### config.mk
export PLATFORM = sky130hd
export DESIGN_NAME = iee_ctrl
export DESIGN_NICKNAME = d
export VERILOG_FILES = /design/src/sv/iee_pkg.sv /design/src/sv/iee_ctrl.sv
export SDC_FILE = /design/constraint.sdc
export NUM_CORES = 1
export LEC_CHECK = 0
export ABC_AREA = 1
export BUFFER_PORTS_ARGS = -buffer_cell sky130_fd_sc_hd__buf_2
export CORE_UTILIZATION = 54
export DETAILED_ROUTE_END_ITERATION = 16
export PLACE_DENSITY = 0.87
export SLEW_MARGIN = 20
export SYNTH_ARGS = -nofsm -noshare
export SYNTH_HDL_FRONTEND = slang
export SYNTH_SLANG_ARGS = --single-unit
### constraint.sdc
create_clock -name clk -period 2.5 [get_ports clk]
set_input_delay 0.625 -clock clk [delete_from_list [all_inputs] [get_ports clk]]
set_output_delay 0.625 -clock clk [all_outputs]
set_load 0.05 [all_outputs]
### src/sv/iee_pkg.sv
package iee_pkg;

  localparam int StackDepth   = 64;
  localparam int PtrW         = $clog2(StackDepth);
  localparam int CntW         = PtrW + 1;
  localparam int FractionBits = 16;
  localparam int ValW         = 48;
  localparam int DivSteps     = ValW + FractionBits;

  typedef logic [2:0] mode_t;
  localparam mode_t ModeNum   = 3'd0;
  localparam mode_t ModeOp    = 3'd1;
  localparam mode_t ModeLeft  = 3'd2;
  localparam mode_t ModeRight = 3'd3;
  localparam mode_t ModeEnd   = 3'd4;

  typedef logic [1:0] opc_t;
  localparam opc_t OpAdd = 2'd0;
  localparam opc_t OpSub = 2'd1;
  localparam opc_t OpMul = 2'd2;
  localparam opc_t OpDiv = 2'd3;

  localparam logic [2:0] ParenCode = 3'd4;

  typedef logic [1:0] status_t;
  localparam status_t StOk       = 2'd0;
  localparam status_t StDivZero  = 2'd1;
  localparam status_t StOverflow = 2'd2;
  localparam status_t StMalformed = 2'd3;

  typedef enum logic [3:0] {
    CmdNone, CmdPushVal, CmdPushOp, CmdPopOp, CmdLoadTop,
    CmdStartArith, CmdWriteBack, CmdSetErr, CmdClear, CmdLatchResult
  } cmd_kind_t;

  typedef struct packed {
    cmd_kind_t kind;
    logic [2:0] op_code;
    status_t    err;
  } cmd_t;

  typedef struct packed {
    logic [CntW-1:0] op_count;
    logic [CntW-1:0] val_count;
    logic [2:0]      top_op;
    status_t         err;
    logic            arith_done;
    logic            divisor_zero;
  } stat_t;

  function automatic logic [1:0] prec(input logic [2:0] op);
    if (op < 3'd2) return 2'd1;
    if (op < 3'd4) return 2'd2;
    return 2'd0;
  endfunction

endpackage

### src/sv/iee_ctrl.sv
module iee_ctrl (
  input  logic                clk,
  input  logic                rst,
  input  logic                in_valid,
  output logic                in_ready,
  input  logic [2:0]          mode,
  input  logic [1:0]          operator_code,
  output logic                out_valid,
  input  logic                out_ready,
  output iee_pkg::status_t    out_status,
  input  iee_pkg::stat_t      stat,
  output iee_pkg::cmd_t       cmd
);
  import iee_pkg::*;

  typedef enum logic [3:0] {
    SIdle, SSettle, SDecide, SLoad, SStart, SWait, SWrite, SEndChk, SLatch, SOut
  } state_t;

  state_t state;
  mode_t  tok_mode;
  opc_t   tok_op;
  logic   red_div;
  logic   full_op, full_val;

  // hold off the next word until the last command has reached the datapath
  assign in_ready = (state == SIdle) && !out_valid && (cmd.kind == CmdNone);
  assign full_op  = stat.op_count >= CntW'(StackDepth);
  assign full_val = stat.val_count >= CntW'(StackDepth);

  function automatic cmd_t mk(input cmd_kind_t k, input logic [2:0] o, input status_t e);
    cmd_t c;
    c.kind = k;
    c.op_code = o;
    c.err = e;
    return c;
  endfunction

  always_ff @(posedge clk) begin
    if (rst) begin
      state <= SIdle;
      out_valid <= 1'b0;
      cmd <= mk(CmdNone, 3'd0, StOk);
    end else begin
      cmd <= mk(CmdNone, 3'd0, StOk);
      if (out_valid && out_ready) out_valid <= 1'b0;
      unique case (state)
        SIdle: if (in_valid && in_ready) begin
          tok_mode <= mode;
          tok_op <= operator_code;
          if (mode == ModeEnd) state <= SSettle;
          else if (stat.err != StOk || mode > ModeEnd) state <= SIdle;
          else if (mode == ModeNum) begin
            if (full_val) cmd <= mk(CmdSetErr, 3'd0, StOverflow);
            else cmd <= mk(CmdPushVal, 3'd0, StOk);
          end else state <= SSettle;
        end
        // wait for the top-of-stack register after any push or pop
        SSettle: state <= SDecide;
        SDecide: begin
          state <= SSettle;
          if (stat.err != StOk) begin
            state <= (tok_mode == ModeEnd) ? SEndChk : SIdle;
          end else if (tok_mode == ModeLeft) begin
            if (full_op) cmd <= mk(CmdSetErr, 3'd0, StOverflow);
            else cmd <= mk(CmdPushOp, ParenCode, StOk);
            state <= SIdle;
          end else if (stat.op_count == '0) begin
            if (tok_mode == ModeOp) begin
              if (full_op) cmd <= mk(CmdSetErr, 3'd0, StOverflow);
              else cmd <= mk(CmdPushOp, {1'b0, tok_op}, StOk);
              state <= SIdle;
            end else if (tok_mode == ModeRight) begin
              cmd <= mk(CmdSetErr, 3'd0, StMalformed);
              state <= SIdle;
            end else state <= SEndChk;
          end else if (stat.top_op == ParenCode) begin
            if (tok_mode == ModeOp) begin
              if (full_op) cmd <= mk(CmdSetErr, 3'd0, StOverflow);
              else cmd <= mk(CmdPushOp, {1'b0, tok_op}, StOk);
              state <= SIdle;
            end else if (tok_mode == ModeRight) begin
              cmd <= mk(CmdPopOp, 3'd0, StOk);
              state <= SIdle;
            end else begin
              cmd <= mk(CmdSetErr, 3'd0, StMalformed);
              state <= SEndChk;
            end
          end else if (tok_mode == ModeOp &&
                       prec(stat.top_op) < prec({1'b0, tok_op})) begin
            if (full_op) cmd <= mk(CmdSetErr, 3'd0, StOverflow);
            else cmd <= mk(CmdPushOp, {1'b0, tok_op}, StOk);
            state <= SIdle;
          end else begin
            // reduce the top operator
            if (stat.val_count < CntW'(2)) begin
              cmd <= mk(CmdPopOp, 3'd0, StOk);
              state <= SWait;
            end else begin
              cmd <= mk(CmdLoadTop, 3'd0, StOk);
              red_div <= (stat.top_op == {1'b0, OpDiv});
              state <= SLoad;
            end
          end
        end
        // operands and operator are captured, now drop the operator
        SLoad: begin
          cmd <= mk(CmdPopOp, 3'd0, StOk);
          state <= SStart;
        end
        SStart: begin
          if (red_div && stat.divisor_zero) begin
            cmd <= mk(CmdSetErr, 3'd0, StDivZero);
            state <= SSettle;
          end else begin
            cmd <= mk(CmdStartArith, 3'd0, StOk);
            state <= SWrite;
          end
        end
        SWrite: begin
          if (stat.arith_done) begin
            cmd <= mk(CmdWriteBack, 3'd0, StOk);
            state <= SSettle;
          end
        end
        SWait: begin
          cmd <= mk(CmdSetErr, 3'd0, StMalformed);
          state <= SSettle;
        end
        SEndChk: begin
          if (stat.err == StOk && stat.val_count != CntW'(1))
            cmd <= mk(CmdSetErr, 3'd0, StMalformed);
          state <= SLatch;
        end
        SLatch: begin
          cmd <= mk(CmdLatchResult, 3'd0, StOk);
          state <= SOut;
        end
        SOut: begin
          out_status <= stat.err;
          out_valid <= 1'b1;
          cmd <= mk(CmdClear, 3'd0, StOk);
          state <= SIdle;
        end
        default: state <= SIdle;
      endcase
    end
  end

endmodule

Word-level counts from Yosys, hierarchy flattened
Cells that the tools add are included.
Widths: inputs -> output; s select.
- $lt $le $gt $ge: 8
- eq/ne operators: 20
- mux-type cells: 87
- bitwise gates (word level): 7
- reductions and logical operators: 20
- operators by type and width (kind ; number):
    $mux 8 ; 12
    $pmux 9 s9 ; 1
    $mux 9 ; 7
    $mux 4 ; 10
    $mux 2 ; 19
    $pmux 4 s9 ; 1
    $mux 1 ; 31
    $eq 4x3->1 const B ; 4
    $mux 3 ; 5
    $ge 7x7->1 const B ; 2
    $eq 3x2->1 const B ; 3
    $eq 3x3->1 const B ; 3
    $eq 4x2->1 const B ; 2
    $eq 4x4->1 const B ; 2
    $logic_not 4->1 ; 2
    $reduce_and 8->1 ; 1
    $logic_and 1x1->1 ; 7
    $logic_not 7->1 ; 1
    $lt 7x2->1 const B ; 1
    $mux 7 ; 1
    $ne 7x1->1 const B ; 1
    $not 1->1 ; 7
    $reduce_and 3->1 ; 2
    $eq 4x1->1 const B ; 1
    15 further kinds ; 16
- bits in registers: 22
- bits of input ports: 30
- output and inout bits: 13
- word-level logic and storage cells: 151

Logic depth before layout (Yosys ltp)
- depth in word-level cells: 31
- depth in mapped cells: 12
- gate-level depth less buffers: 12

Worst setup path before layout
OpenSTA, ideal clock, no wires.
- path kind: register to output
- start: register cmd[5] (netlist name)
- end: output in_ready
- arrival: 1.457 ns
- data required time: 1.875 ns
- slack: 0.418 ns
- cell stages (with the launch flop): 4
- path buffers: 0
- cells stage by stage: dfxtp_1 -> nor3_1 -> nand2_1 -> nor2_1
- longest elaborated chain between the ends: 2
- ends and longest elaborated chain (what ; line ; text):
    from (decl) ; iee_ctrl.sv:12 ; output iee_pkg::cmd_t cmd
    from (signal assigned) ; iee_ctrl.sv:43 ; cmd <= mk(CmdNone, 3'd0, StOk);
    from (signal assigned) ; iee_ctrl.sv:45 ; cmd <= mk(CmdNone, 3'd0, StOk);
    from (signal assigned) ; iee_ctrl.sv:54 ; if (full_val) cmd <= mk(CmdSetErr, 3'd0, StOverflow);
    $logic_not 4->1 ; iee_ctrl.sv:27 ; assign in_ready = (state == SIdle) && !out_valid && (cmd.kind == CmdNone);
    $logic_and 1x1->1 ; iee_ctrl.sv:27 ;
    to (decl) ; iee_ctrl.sv:5 ; output logic in_ready,
Every way passes these cells.

Final worst setup path
- start: register state[1]
- end: output in_ready
- longest elaborated chain between the ends: 3
- ends and longest elaborated chain (what ; line ; text):
    from (decl) ; iee_ctrl.sv:20 ; state_t state;
    from (signal assigned) ; iee_ctrl.sv:41 ; state <= SIdle;
    from (signal assigned) ; iee_ctrl.sv:51 ; if (mode == ModeEnd) state <= SSettle;
    from (signal assigned) ; iee_ctrl.sv:52 ; else if (stat.err != StOk || mode > ModeEnd) state <= SIdle;
    $logic_not 4->1 ; iee_ctrl.sv:27 ;
    $logic_and 1x1->1 (2 in series) ; iee_ctrl.sv:27 ;
Every way passes these cells.

==> impl_results.md <==
* Avg Cell Area, Syn at between 7 and 8 um^2
* Syn Std Cell Area at ~1400 um^2
* Pwr Density at 502 nW/um^2
* Top-count cell post-synth: nand2_1
* Post-DP HPWL at about 2500 um
* Clock transition at path regs at 120 ps
* CTS tree: built
* Area share of the largest cell type after synthesis at between 20% and 30%
* Leakage power at 0.835 nW
* Switching Fraction at a little over a quarter
* Number of synthesized register bits at 22
* Tightest Pin Transition at a little under 400 ps
* Initial antenna violation count at 0
* Ant diodes at 0
* Gr usage total at around a quarter
* Starting density of the core at 59.2%
* Combinational power share at 19.8%
* Data arrival time of the worst path at roughly 1400 ps
* Worst r2r src: tok_mode[2]
* Crit path from: state[1]
* Hold buffer count at CTS at 0
* Outcome: finished, final reports clean
* Vias in the first global route at between 1000 and 1500
* Peak supply drop at 0.491 mV
* Clock tree buffer depth at 2
* Via count at 1473
* Final net count at 267
* Core region area at 2300 um^2
* Max cap viols at 0
* Die height at ~52 um
* Part of the power in registers at between 40% and 50%
* Startpoint types: flip-flop
* Final setup TNS at 0 ps
* Syn Nets at about 220
* Ports at 43
* Setup Viol. Count Final at 0
* First-pass GRT wire length at 5060 um
* Final hold vios at 0
* Slew Limit Fails at 0
* Overall die width at about 52 um
* CP Data Required Time at about 1900 ps
* Synth top area cells: dfxtp_1, edfxtp_1, nand2_1
* Final Critical Period at roughly 2000 ps
* Area grow syn2layout at 20.6%
* Routed len/inst at roughly 11 um
* Final period utilization at 80.8%
* Setup slack, reg-to-reg at around 920 ps
* Register area share after synthesis at 38.3%
* Critical path type: reg -> out
* Psw at 0.221 mW
* Relative slew margins at between 70% and 80%
* Number of port buffers at 42
* Starting DRC count in detailed routing at 61
* DRT Wirelength at between 2000 and 3000 um
* Antenna Nets Post-Route at 0
* RSZ-0062 raised after global routing: no
* Share of cells above drive strength 1 at approximately 28%
* Synth cell count leaders: nand2_1, nor2_1, inv_1
* RePlAce Congestion at between 1 and 1.5
* Yosys cell types at 27
* Worst setup EP type: output port
* FILL cells at between 200 and 250
* Total power draw at ~0.82 mW
* Worst setup endpoint: in_ready
* Die area at approximately 2700 um^2
* CTS sink cnt at 22
* Cell taking the most area after synthesis: dfxtp_1
* Worst min path class: in -> reg
* PostCTS Resize Cnt at 0
* Post-synth EDFFs at 8
* # DRC at 0
* Largest net degree at the start of global routing at 14
* Setup bufs post-CTS at 0
* Internal cell power at around 0.6 mW
* Asr flop ratio synth at 0%
* Mapped Cells at roughly 190
* Vias per cell at between 5 and 6
* Synth warn at 0
* Main flop type after synthesis: dfxtp_1
* Rows at 17
* First drt pass iteration count at 4
* TritonCTS buffer count at 3
* Root Buffer: clkbuf_4
* Reg-to-reg endpoint: state[1]
* Path depth of the worst reg2reg path at 12
* CTS H-Tree Depth at 1
* Clock network power share at between 30% and 40%
* CP max FO at 6
* Clock Latency Late Sink at a little over 300 ps
* GR Overflow Total at 0
* Skew final at 10.6 ps
* Fmax at 0.495 GHz
## registers in the layout (all words and copies together) (netlist names)
signal and flops:
out_status 2, cmd 9, state 4, out_valid 1, tok_op 2, red_div 1, tok_mode 3
## layout by cell type, fill, tap and decap left out
master,count
nand4_1,1
buf_2,42
a21oi_2,2
nor4_1,2
nor2_2,2
o21ai_0,4
a31oi_1,2
nor4b_1,2
nand3_2,1
inv_2,3
or2_1,1
nand2_1,50
nor2_4,2
o211ai_1,2
edfxtp_1,8
clkbuf_4,3
inv_1,24
dfxtp_1,14
a21oi_1,7
nor2_1,28
nand3_1,17
bufinv_16,1
nor3_2,7
nand3_4,1
nor3_1,5
o31ai_2,1
inv_4,1
nand3b_1,2
buf_4,1
## how the worst min path moves through the flow
stage | from | end | slack (ps) | cells past startpoint
4_1_cts | operator_code[0] | tok_op[0] | 470 | 1
5_1_grt | operator_code[0] | tok_op[0] | 450 | 1
3_5_place_dp | out_valid | out_valid | 470 | 2
2_1_floorplan | state[3] | cmd[8] | 490 | 2
6_report | operator_code[0] | tok_op[0] | 480 | 1
3_3_place_gp | out_valid | out_valid | 470 | 2
## metrics by stage
| step | hold slack [ps] | setup slack, ps | instances | util, % | cell area, um^2 |
|---|---|---|---|---|---|
| final | 481 | 480 | 264 | 71.4 | 1640 |
| after global routing | 449 | 388 | 264 | 71.4 | 1640 |
| after CTS | 474 | 481 | 264 | 71.4 | 1640 |
| after detailed placement | 474 | 654 | 260 | 69.1 | 1590 |
| after global placement | 469 | 677 | 260 | 69.1 | 1590 |
| after floorplan | 487 | 418 | 191 | - | 1360 |
## per-layer routing
metal | routed length (um) | part of all wire [%] | vias to the layer above | global-route usage (%)
met2 | 1420 | 47 | 95 | 43.6
met3 | 340 | 11 | 6 | 6.73
met4 | 36 | 1.2 | 0 | 5.26
li1 | - | - | 710 | -
met1 | 1200 | 40 | 662 | 32.5
met5 | 0 | 0 | - | 0
## cell type report
cell class	instances	area (um^2)	share of cell area (%)
clock buffer	3	22.5	1.37
sequential	22	520	31.8
inverter	28	108	6.56
timing repair buffer	43	218	13.3
tap	28	35.0	2.14
multi-input combinational	139	706	43.1
clock inverter	1	30.0	1.83
## logic make-up after synthesis
| kind of cell | Yosys count | share of synthesized area, % |
|---|---|---|
| AO/OA/AOI/OAI | 18 | 8.29 |
| buffers and inverters | 30 | 9.76 |
| flip-flops | 22 | 38.3 |
| AND/OR/NAND/NOR | 121 | 43.6 |
## power by group through the flow
stage	clock, mW	combinational (mW)	sequential, mW
5_1_grt	0.287	0.181	0.396
3_3_place_gp	0	0.159	0.402
3_5_place_dp	0	0.162	0.403
6_report	0.265	0.163	0.395
4_1_cts	0.270	0.162	0.394
2_1_floorplan	0	0.108	0.406
## worst max-delay path, stage by stage (launching register included)
cell,delay [ps]
dfxtp_1,410
inv_2,160
nand3_4,120
nor2_1,120
buf_2,270
Note: power is estimated with default switching activity, not from simulation.
